`src/rtl/tdpt_pkg.sv`:
```
`timescale 1ns / 1ps
// ----------------------------------------------------------------------------
// Trial division prime test: shared package
// Widths, limits, sequencer states and the status bundle of the remainder unit.
// ----------------------------------------------------------------------------
package tdpt_pkg;

	// Bits of the candidate that take part in the test (4 to 16, the candidate field width).
	localparam int WIDTH = 16;

	// Fixed widths of the channel fields.
	localparam int CAND_W = 16;
	localparam int COUNT_W = 7;

	// Trial divisor width: the divisor runs up to floor(sqrt(n)) + 1.
	localparam int DIV_W = (WIDTH + 1) / 2 + 1;
	// Running square of the divisor, which may pass n by up to 2*sqrt(n) + 1.
	localparam int SQ_W = WIDTH + 2;
	// Internal divisor count, one bit wider than the field to see the limit.
	localparam int CNT_W = COUNT_W + 1;
	// Bit counter of the remainder unit.
	localparam int BIT_W = (WIDTH > 1) ? $clog2(WIDTH) : 1;

	localparam logic [CNT_W-1:0] COUNT_MAX = CNT_W'(127);
	localparam logic [CNT_W-1:0] PRIME_DIVISORS = CNT_W'(2);

	typedef enum logic [1:0] {
		ST_IDLE,
		ST_CHECK,
		ST_DIV,
		ST_DONE
	} state_t;

	// Status of the remainder unit toward the sequencer.
	typedef struct packed {
		logic done;
		logic zero;
	} rem_stat_t;

endpackage

```
`src/rtl/tdpt_rem_unit.sv`:
```
`timescale 1ns / 1ps
// ----------------------------------------------------------------------------
// Trial division prime test: remainder unit
// Restoring division, one quotient bit per cycle, reports n mod d == 0.
// ----------------------------------------------------------------------------
module tdpt_rem_unit (
	input  logic                       clk,
	input  logic                       arst_n,
	input  logic                       start,
	input  logic [tdpt_pkg::WIDTH-1:0] n,
	input  logic [tdpt_pkg::DIV_W-1:0] d,
	output tdpt_pkg::rem_stat_t        stat
);

	logic                       busy_q;
	logic [tdpt_pkg::BIT_W-1:0] bit_q;
	logic [tdpt_pkg::WIDTH-1:0] num_q;
	logic [tdpt_pkg::DIV_W-1:0] rem_q;
	logic [tdpt_pkg::DIV_W:0]   trial;
	logic [tdpt_pkg::DIV_W:0]   diff;
	logic [tdpt_pkg::DIV_W-1:0] rem_next;

	// Bring down the next dividend bit and subtract the divisor when it fits.
	assign trial = {rem_q, num_q[tdpt_pkg::WIDTH-1]};
	assign diff = trial - {1'b0, d};
	assign rem_next = (trial >= {1'b0, d}) ? diff[tdpt_pkg::DIV_W-1:0]
	                                       : trial[tdpt_pkg::DIV_W-1:0];

	assign stat.done = busy_q && (bit_q == '0);
	assign stat.zero = (rem_next == '0);

	always_ff @(posedge clk or negedge arst_n) begin
		if (!arst_n) begin
			busy_q <= 1'b0;
			bit_q <= '0;
		end else if (start) begin
			busy_q <= 1'b1;
			bit_q <= tdpt_pkg::BIT_W'(tdpt_pkg::WIDTH - 1);
		end else if (busy_q) begin
			if (bit_q == '0) begin
				busy_q <= 1'b0;
			end
			bit_q <= bit_q - tdpt_pkg::BIT_W'(1);
		end
	end

	always_ff @(posedge clk) begin
		if (start) begin
			num_q <= n;
			rem_q <= '0;
		end else if (busy_q) begin
			num_q <= {num_q[tdpt_pkg::WIDTH-2:0], 1'b0};
			rem_q <= rem_next;
		end
	end

endmodule

```
`config.mk`:
```
export PLATFORM = sky130hd
export DESIGN_NAME = tdpt_rem_unit
export DESIGN_NICKNAME = d
export VERILOG_FILES = /design/src/rtl/tdpt_pkg.sv /design/src/rtl/tdpt_rem_unit.sv
export SDC_FILE = /design/constraint.sdc
export NUM_CORES = 1
export LEC_CHECK = 0
export BUFFER_PORTS_ARGS = -buffer_cell sky130_fd_sc_hd__buf_2
export CAP_MARGIN = 30
export CELL_PAD_IN_SITES_DETAIL_PLACEMENT = 0
export CELL_PAD_IN_SITES_GLOBAL_PLACEMENT = 2
export CORE_MARGIN = 2
export CORE_UTILIZATION = 35
export CTS_CLUSTER_SIZE = 10
export DETAILED_ROUTE_END_ITERATION = 8
export PLACE_DENSITY = 0.78
export SLEW_MARGIN = 0
export SYNTH_ARGS = -nofsm -noshare
export SYNTH_HDL_FRONTEND = slang
export SYNTH_SLANG_ARGS = --single-unit
```
`constraint.sdc`:
```
create_clock -name clk -period 2.93 [get_ports clk]
set_input_delay 0.293 -clock clk [delete_from_list [all_inputs] [get_ports clk]]
set_output_delay 0.293 -clock clk [all_outputs]
set_load 0.01 [all_outputs]
```
==> metrics.cfg, run 1 <==
[cells_and_area]
fin_nets=259
diodes=0
utilization_pct=43.77
area_delta_synth_final_pct=19.71
drive_gt1_share_pct=32.58
fin_cells=291

[die]
core_area_um2=5140
rows=26
fp.dieH_um=77.28
ios=30
die_area_um2=5971
initial_core_util_pct=36.56
dieWidth_um=77.28

[timing]
layout_min_cycle_time_ns=2.790
worst_pin_slew_ns=0.5800
finalMaxSlewViolations=0
slew_headroom_pct=61.33
fmax_mhz=358.4
finalHoldViolCount=0
post-route-period-util_pct=95.23
fin_worst_skew_ns=0.006474
layout_setup_ws_ns=0.1396
setup_viol=0
setup_tns_ns=0

[cts]
htreeDepth=2
cts_buffer_depth=2
clock_sinks=30
clock-root-buffer=clkbuf_8
numCtsBuffers=5
cts_tree=yes
path_clk_slew_ns=0.06
clock_latency_ns=0.28

[critical_path]
r2r_start=num_q[15]$_DFFE_PP_
crit_arrival_ns=2.50
cp_cell_sequence=ha_1 -> a21o_1 -> a21oi_4 -> o221ai_1 -> a311o_2 -> nor3_2 -> o22a_1 -> buf_2
critical_path.startpoint=rem_q[3]$_SDFFE_PP0P_
crit_path_end_kind=output pin
path_max_fanout=6
critical_path_class=reg -> out
slowest_delay_ns=0.41
start_kind=flop
crit_path_top_delay_cell=dfxtp_1
crit_required_ns=2.64

[power_and_ir_drop]
finalPower_w=0.001990
ir_drop_uv=393.9
leakagePower_nw=0.9761
power.density_nw_per_um2=884.8

[drt]
detail-route-antenna-nets=0
firstDrtPassIters=4
avgViaCountPerCell=5.120
drcViolationCount=0
wl_per_cell_um=13.46
finalWirelength_um=3918
vias=1490
drt_iter0_markers=79

[global_route]
grt_pass1_wl_um=6651
grt_start_max_net_pins=32
grt_pass1_vias=1417
grt_overflow=0
antenna_found_initial=0
grt_usage_pct=13.91

[yosys]
synth_xor_area_share_pct=2.330
ys_warn_count=0
yosysSeqAreaShare_pct=41.81
synth_cell_types=55
synth-seq-cells=30
synth-compound-area-share_pct=17.18
synth.most_common_cell=nor2_1
synth_common_cells=nor2_1, inv_1, edfxtp_1, nand2_1, mux2_2
synth_mux_area_share_pct=8.988
synth_area_um2=1879
yosysTopAreaCell=edfxtp_1
async_reset_ff_share_pct=16.67
synth_top_family_by_area=compound AO/OA/AOI/OAI gates
yosys-top-cells-area=edfxtp_1, dfxtp_1, mux2_2
syn_inst=185
syn_area_per_cell_um2=10.16
syn_nets=224
synth.top_cell.area_share_pct=25.57
ys.flop_type=edfxtp_1
synth_edf_count=16
synth_simple_gate_area_share_pct=16.71
synthAdderAreaFrac_pct=7.723

[placement]
io_buffers=29
place.gp.congestion=0.8568
post-place-cells=278
hpwl_um=2980
place_ws_ns=0.2715

[job]
drv_cap=0

[min_path]
hold_start=n[0]
min_path_type=in -> reg

[outcome]
status=completed

final timing paths:
kind	cells after the start	end	slack, ns
max	8	stat[0]	0.14
min	2	num_q[0]$_SDFFCE_PN0P_	0.30
max reg2reg	10	rem_q[5]$_SDFFE_PP0P_	0.68
min reg2reg	2	rem_q[8]$_SDFFE_PP0P_	0.50
max in group asynchronous	2	bit_q[3]$_DFFE_PN0P_	2.43
min in group asynchronous	2	bit_q[1]$_DFFE_PN0P_	0.36
area by class of cell:
type | instances | area [µm²]
well taps | 70 | 87.58
clock inverters | 1 | 30.03
clock buffers | 7 | 86.33
multi-input cells | 131 | 1007
inverters | 18 | 67.56
repair buffers | 34 | 185.2
flip-flops and latches | 30 | 785.8
fillers | 510 | 2890
routing by layer:
metal	up-vias	GRT usage [%]	wire length (µm)
met2	33	21.48	1841
met4	0	5.000	61
li1	743	-	-
met3	7	3.294	153
met1	707	18.96	1861
met5	-	0	0
through the flow:
step	hold WS, ns	area [µm²]
finish	0.3043	2250
global route	0.3042	2250
CTS	0.2930	2215
detailed placement	0.1139	2081
global placement	0.1105	2081
floorplan	-0.002591	1879
registers in the layout, indices dropped and copies added (netlist names):
name    cells
num_q      16
busy_q      1
rem_q       9
bit_q       4
repair_timing:
item,CTS,global route
endpoints found under the setup margin,1,1
gates resized for setup,0,4
hold endpoints to repair,5,0
pin swaps,1,1
hold buffers,1,0
buffers inserted,1,3
report_power, final:
part | internal, W | switching, W | total [W] | leakage, nW
Combinational | 0.000439 | 0.000515 | 0.000953 | 0.625
Clock | 0.000277 | 0.000150 | 0.000427 | 0.0585
Sequential | 0.000529 | 0.0000813 | 0.000611 | 0.293
layout by cell type (no fill, tap or decap), types with 2 or more instances in the layout:
cell	instances
buf_2	29
nor2_1	18
inv_1	17
nand2_1	16
edfxtp_1	16
mux2_2	15
ha_1	10
dfxtp_1	9
clkbuf_8	6
nand2b_1	5
a211oi_1	5
dfrtp_1	5
a21oi_1	4
nor4_1	4
a311oi_1	4
buf_4	4
a21o_1	3
o21a_1	3
xnor2_1	3
a21oi_2	2
nand3_1	2
o21bai_1	2
nor3_2	2
xor2_1	2
nor3_1	2
logic make-up after synthesis:
logic type,count (synthesis)
flops,30
compound gates,39
buf+inv,24
mux,15
simple gates,61
fa+ha+maj,11
xor+xnor,5
critical path, delay by kind of cell, from the launching register on:
family	cells	cell delay, ns
AOI/OAI and AO/OA	5	1.17
buffers and inverters	1	0.13
DFF	1	0.41
and+or+nand+nor	1	0.18
adders and majority gates	1	0.34
(Power assumes the default switching activity.)
==> run 2: changes to the inputs <==
ABC_AREA = 1   (was default)
CORE_UTILIZATION = 32   (was 35)
MAX_ROUTING_LAYER = met4   (was default)
PLACE_DENSITY = 0.79   (was 0.78)
==> metrics.cfg, run 2 <==
[timing]
post-route-period-util_pct=90.44  ; was 95.23%
fin_worst_skew_ns=0.003983  ; was 0.006474 ns
slew_headroom_pct=50.29  ; was 61.33%
setup_viol=0  ; unchanged
worst_pin_slew_ns=0.7448  ; was 0.5800 ns
finalHoldViolCount=0  ; unchanged
finalMaxSlewViolations=0  ; unchanged
fmax_mhz=377.4  ; was 358.4 MHz
setup_tns_ns=0  ; unchanged
layout_setup_ws_ns=0.2802  ; was 0.1396 ns
grt_setup_unrepaired=no
layout_min_cycle_time_ns=2.650  ; was 2.790 ns

[global_route]
antenna_found_initial=0  ; unchanged
grt_pass1_vias=1542  ; was 1417
grt_overflow=0  ; unchanged
grt_usage_pct=14.13  ; was 13.91%
grt_pass1_wl_um=6720  ; was 6651 µm
grt_start_max_net_pins=23  ; was 32

[cts]
clock_latency_ns=0.28  ; about the same
cts_tree=yes  ; unchanged
clock-root-buffer=clkbuf_8  ; unchanged
htreeDepth=2  ; unchanged
cts_buffer_depth=2  ; unchanged
path_clk_slew_ns=0.07  ; was 0.06 ns
clock_sinks=30  ; unchanged
numCtsBuffers=5  ; unchanged
cts_setup_buffers=0  ; was 1
cts_resized=0  ; unchanged

[yosys]
synth_area_um2=1837  ; was 1879 µm²
synth.most_common_cell=nand2_1  ; was nor2_1
syn_inst=243  ; was 185
yosysTopAreaCell=edfxtp_1  ; unchanged
synth_cell_types=30  ; was 55
yosys-top-cells-area=edfxtp_1, nand2_1, dfxtp_1  ; was edfxtp_1, dfxtp_1, mux2_2
synth.top_cell.area_share_pct=26.16  ; was 25.57%
syn_nets=282  ; was 224
synth-seq-cells=30  ; unchanged
synth_common_cells=nand2_1, inv_1, nand3_1, nor2_1, edfxtp_1  ; was nor2_1, inv_1, edfxtp_1, nand2_1, mux2_2
async_reset_ff_share_pct=16.67  ; unchanged
ys.flop_type=edfxtp_1  ; unchanged
syn_area_per_cell_um2=7.559  ; was 10.16 µm²
yosysSeqAreaShare_pct=42.78  ; was 41.81%
synth_edf_count=16  ; unchanged
ys_warn_count=0  ; unchanged

[power_and_ir_drop]
power.density_nw_per_um2=865.8  ; was 884.8 nW/µm²
ir_drop_uv=428.0  ; was 393.9 µV
leakagePower_nw=1.191  ; was 0.9761 nW
finalPower_w=0.001913  ; was 0.001990 W

[placement]
io_buffers=29  ; unchanged
place_ws_ns=0.5425  ; was 0.2715 ns
hpwl_um=3117  ; was 2980 µm
place.gp.congestion=0.8757  ; was 0.8568
post-place-cells=341  ; was 278

[drt]
drcViolationCount=0  ; unchanged
detail-route-antenna-nets=0  ; unchanged
drt_iter0_markers=43  ; was 79
avgViaCountPerCell=4.494  ; was 5.120
wl_per_cell_um=11.15  ; was 13.46 µm
vias=1573  ; was 1490
finalWirelength_um=3901  ; was 3918 µm
firstDrtPassIters=4  ; unchanged

[critical_path]
crit_arrival_ns=2.36  ; was 2.50 ns
crit_path_top_delay_cell=fa_1  ; was dfxtp_1
critical_path_class=reg -> out  ; unchanged
start_kind=flop  ; unchanged
r2r_slack_ns=0.98  ; was 0.68 ns
path_buf_inv=3  ; was 1
cp_cell_sequence=inv_1 -> ha_1 -> fa_1 -> inv_1 -> nand2_1 -> nand3_2 -> nand2_4 -> nand2_2 -> nand3_1 -> o21ai_2 -> nand3_1 -> nor2_1 -> buf_2  ; was ha_1 -> a21o_1 -> a21oi_4 -> o221ai_1 -> a311o_2 -> nor3_2 -> o22a_1 -> buf_2
path_delay_family=simple AND/OR/NAND/NOR gates  ; was compound AO/OA/AOI/OAI gates
crit_required_ns=2.64  ; about the same
path_max_fanout=11  ; was 6
crit_path_end_kind=output pin  ; unchanged
slowest_delay_ns=0.41  ; about the same

[die]
fp.dieH_um=79.76  ; was 77.28 µm
die_area_um2=6362  ; was 5971 µm²
rows=27  ; was 26
core_area_um2=5540  ; was 5140 µm²
dieWidth_um=79.76  ; was 77.28 µm
initial_core_util_pct=33.15  ; was 36.56%
ios=30  ; unchanged

[cells_and_area]
fin_cells=350  ; was 291
diodes=0  ; unchanged
reg_top3=num_q: 16 flops, rem_q: 9 flops, bit_q: 4 flops  ; unchanged
fin_nets=316  ; was 259
final_common_cell=nand2_1  ; was buf_2
final_cell_mix=nand2_1, inv_1, buf_2, nand3_1, nor2_1  ; was buf_2, nor2_1, inv_1, nand2_1, edfxtp_1
largest_reg_flops=16  ; unchanged
fill_cells=612  ; was 510
regMostFlops=num_q  ; unchanged
utilization_pct=39.88  ; was 43.77%
area_delta_synth_final_pct=20.30  ; was 19.71%
drive_gt1_share_pct=17.63  ; was 32.58%

[job]
drv_cap=0  ; unchanged

[outcome]
status=completed  ; unchanged

[min_path]
min_path_type=in -> reg  ; unchanged

-- run 2: cell count changes after synthesis, moves of 3 or more --
cell	previous run	this run
nand2_1	16	93
inv_1	17	34
nand3_1	2	19
mux2_2	15	0
a211oi_1	5	0
nand2b_1	5	0
a22o_1	0	4
a311oi_1	4	0
nor4_1	4	0
nand2_2	0	3
o21a_1	3	0
-- run 2: layer usage --
| metal | wire [µm] | GRT usage (%) | vias up |
|---|---|---|---|
| met5 | 0 | - | - |
| met4 | 23 | 5.085 | 0 |
| met3 | 131 | 3.394 | 2 |
| met2 | 1845 | 22.86 | 26 |
| met1 | 1901 | 17.30 | 702 |
| li1 | - | - | 843 |
-- run 2: worst reg2reg max path, delay by kind of cell, from the launching register on --
| kind | cells | cell delay [ns] |
|---|---|---|
| buf+inv | 2 | 0.14 |
| compound gates | 1 | 0.07 |
| flops | 1 | 0.36 |
| fa+ha+maj | 2 | 0.60 |
| simple gates | 6 | 0.66 |
-- run 2: through the flow --
| stage | hold WS, ns | instance area [µm²] |
|---|---|---|
| 2_1_floorplan | -0.002591 | 1837 |
| 3_3_place_gp | 0.1158 | 2057 |
| 3_5_place_dp | 0.1171 | 2057 |
| 4_1_cts | 0.2594 | 2210 |
| 5_1_grt | 0.2843 | 2210 |
| 6_report | 0.2682 | 2210 |
-- run 2: path summary, 6_finish.rpt --
| check | from | to | depth (start not counted) |
|---|---|---|---|
| max | num_q[15]$_DFFE_PP_ | stat[0] | 13 |
| min | n[0] | num_q[0]$_SDFFCE_PN0P_ | 3 |
| max reg2reg | num_q[15]$_DFFE_PP_ | rem_q[7]$_SDFFE_PP0P_ | 11 |
| min reg2reg | rem_q[6]$_SDFFE_PP0P_ | rem_q[6]$_SDFFE_PP0P_ | 2 |
| max in group asynchronous | arst_n | bit_q[1]$_DFFE_PN0P_ | 2 |
| min in group asynchronous | arst_n | busy_q$_DFF_PN0_ | 2 |
-- run 2: cells by family after synthesis --
group | after synthesis | synth area share, %
adder cells (fa/ha/maj) | 11 | 7.902
XOR/XNOR | 3 | 1.431
buffers and inverters | 40 | 8.583
flip-flops | 30 | 42.78
AO/OA/AOI/OAI | 21 | 7.970
AND/OR/NAND/NOR | 138 | 31.34
-- run 2: what timing repair did --
action,4_1_cts,5_1_grt
hold endpoints to repair,5,0
hold buffers,1,0
setup endpoints to repair,0,0
-- run 2: where the power goes --
group	internal, W	total, W	switching (W)
sequential	0.000523	0.000582	0.0000595
clock	0.000363	0.000517	0.000155
combinational	0.000305	0.000813	0.000508
total	0.00119	0.00191	0.000722
-- run 2: layout make-up --
cell class	instances	area (µm²)	area share, %
inverter	36	135.1	6.116
clock buffer	6	82.58	3.737
clock inverter	2	60.06	2.718
timing repair buffer	31	162.7	7.361
multi-input combinational	173	893.4	40.43
sequential	30	785.8	35.56
tap	72	90.09	4.077
==> run 3: changes to the inputs <==
CELL_PAD_IN_SITES_DETAIL_PLACEMENT = 1   (was 0)
CELL_PAD_IN_SITES_GLOBAL_PLACEMENT = 1   (was 2)
CORE_UTILIZATION = 40   (was 32)
PLACE_DENSITY = 0.78   (was 0.79)
==> metrics.cfg, run 3 (synthesis results as in run 2) <==
[drt]
finalWirelength_um=4399  ; was 3901 µm
vias=1600  ; was 1573
drt_iter0_markers=59  ; was 43
wl_per_cell_um=13.33  ; was 11.15 µm
avgViaCountPerCell=4.848  ; was 4.494
drcViolationCount=0  ; unchanged
firstDrtPassIters=4  ; unchanged
detail-route-antenna-nets=0  ; unchanged

[job]
drv_cap=0  ; unchanged

[critical_path]
path_max_fanout=11  ; unchanged
critical_path.startpoint=num_q[15]$_DFFE_PP_  ; unchanged
start_kind=flop  ; unchanged
critical_path_class=reg -> out  ; unchanged
cp_cell_sequence=inv_1 -> ha_1 -> fa_1 -> inv_1 -> nand2_1 -> nand3_2 -> nand2_4 -> nand2_2 -> nand3_1 -> o21ai_2 -> nand3_1 -> nor2_1 -> buf_2  ; unchanged
path_delay_family=simple AND/OR/NAND/NOR gates  ; unchanged
crit_required_ns=2.64  ; about the same
crit_path_end_kind=output pin  ; unchanged
crit_arrival_ns=2.43  ; was 2.36 ns
r2r_start=num_q[15]$_DFFE_PP_  ; unchanged
crit_path_top_delay_cell=fa_1  ; unchanged
slowest_delay_ns=0.40  ; was 0.41 ns
path_buf_inv=3  ; unchanged

[timing]
fmax_mhz=367.7  ; was 377.4 MHz
finalHoldViolCount=0  ; unchanged
post-route-period-util_pct=92.81  ; was 90.44%
setup_viol=0  ; unchanged
worst_pin_slew_ns=0.7575  ; was 0.7448 ns
slew_headroom_pct=49.45  ; was 50.29%
finalMaxSlewViolations=0  ; unchanged
setup_tns_ns=0  ; unchanged
fin_worst_skew_ns=0.006355  ; was 0.003983 ns
layout_min_cycle_time_ns=2.719  ; was 2.650 ns
grt_setup_unrepaired=no  ; unchanged

[min_path]
hold_start=n[0]  ; unchanged
min_path_type=in -> reg  ; unchanged

[global_route]
grt_pass1_vias=1623  ; was 1542
grt_pass1_wl_um=7334  ; was 6720 µm
grt_start_max_net_pins=23  ; unchanged
grt_usage_pct=19.06  ; was 14.13%
antenna_found_initial=0  ; unchanged
grt_overflow=0  ; unchanged

[cells_and_area]
multiInputGateArea_um2=893.4  ; unchanged
final_cell_mix=nand2_1, inv_1, buf_2, nand3_1, nor2_1  ; unchanged
regArea_um2=785.8  ; unchanged
drive_gt1_share_pct=17.63  ; unchanged
reg_top3=num_q: 16 flops, rem_q: 9 flops, bit_q: 4 flops  ; unchanged
utilization_pct=48.94  ; was 39.88%
final_common_cell=nand2_1  ; unchanged
area_delta_synth_final_pct=16.83  ; was 20.30%
regMostFlops=num_q  ; unchanged
final_area_um2=2146  ; was 2210 µm²
fill_cells=570  ; was 612
largest_reg_flops=16  ; unchanged
diodes=0  ; unchanged
fin_nets=316  ; unchanged

[die]
fp.dieH_um=71.77  ; was 79.76 µm
rows=24  ; was 27
dieWidth_um=71.77  ; was 79.76 µm
core_area_um2=4384  ; was 5540 µm²
initial_core_util_pct=41.89  ; was 33.15%
ios=30  ; unchanged
die_area_um2=5150  ; was 6362 µm²

[outcome]
status=completed  ; unchanged

[cts]
htreeDepth=2  ; unchanged
numCtsBuffers=5  ; unchanged
path_clk_slew_ns=0.07  ; about the same
clock_sinks=30  ; unchanged
cts_tree=yes  ; unchanged
clock-root-buffer=clkbuf_8  ; unchanged
cts_buffer_depth=2  ; unchanged
clock_latency_ns=0.28  ; about the same
cts_resized=0  ; unchanged

[power_and_ir_drop]
power.density_nw_per_um2=836.0  ; was 865.8 nW/µm²
leakagePower_nw=1.176  ; was 1.191 nW
ir_drop_uv=383.1  ; was 428.0 µV

[placement]
place_area_um2=2032  ; was 2057 µm²
io_buffers=29  ; unchanged
hpwl_um=3466  ; was 3117 µm
place.gp.congestion=0.8277  ; was 0.8757

[run 3: cell types whose count changed in the layout (fill, tap and decap cells not counted)]
cell       previous run  this run
bufinv_16             2         0
clkbuf_16             0         1
clkbuf_8              6         5
clkinv_2              0         2
[run 3: repair_timing]
item / 4_1_cts / 5_1_grt
setup buffers: 0 / 0
endpoints found under the setup margin: 0 / 0
hold buffers: 1 / 0
hold endpoints to repair: 5 / 0
[run 3: routing by layer]
| metal | track usage (%) | vias to the layer above | wire length, µm |
|---|---|---|---|
| li1 | - | 840 | - |
| met1 | 25.38 | 728 | 2165 |
| met2 | 28.91 | 25 | 2027 |
| met3 | 4.219 | 7 | 152 |
| met4 | 6.289 | 0 | 53 |
| met5 | - | - | 0 |
[run 3: worst reg2reg max path: stages (launching register included)]
cell and delay (ns):
edfxtp_1 0.38, inv_1 0.06, ha_1 0.19, fa_1 0.40, inv_1 0.09, nand2_1 0.08, nand3_2 0.09, nand2_4 0.08
nand2_2 0.19, nand2_1 0.09, nand2_1 0.09, nand2_1 0.07, o21ai_1 0.12
[run 3: power breakdown]
group          switching (W)  internal [W]
sequential         0.0000648      0.000523
clock               0.000161      0.000215
combinational       0.000522      0.000307
total               0.000748       0.00105
[run 3: metrics by stage]
stage | setup WS [ns] | instances | hold slack [ns] | total power, W
floorplan | 0.8070 | 243 | -0.002591 | 0.001231
global placement | 0.5041 | 321 | 0.1120 | 0.001409
detailed placement | 0.5050 | 321 | 0.1113 | 0.001421
CTS | 0.1761 | 330 | 0.2585 | 0.001806
global route | 0.03951 | 330 | 0.2729 | 0.001951
finish | 0.2108 | 330 | 0.2655 | 0.001794
[run 3: worst paths after layout]
| kind | endpoint | slack [ns] | cells after the start |
|---|---|---|---|
| setup / recovery | stat[0] | 0.21 | 13 |
| hold / removal | num_q[0]$_SDFFCE_PN0P_ | 0.27 | 3 |
| setup reg to reg | rem_q[0]$_SDFFE_PP0P_ | 0.92 | 12 |
| hold reg to reg | rem_q[6]$_SDFFE_PP0P_ | 0.50 | 2 |
| max in group asynchronous | bit_q[3]$_DFFE_PN0P_ | 2.46 | 2 |
| min in group asynchronous | bit_q[2]$_DFFE_PN0P_ | 0.34 | 2 |
[run 3: cell type report]
class	count	area share (%)
sequential	30	36.62
timing repair buffer	31	7.580
inverter	36	6.297
multi-input combinational	173	41.63
clock inverter	2	0.4665
clock buffer	6	4.373
tap	52	3.032
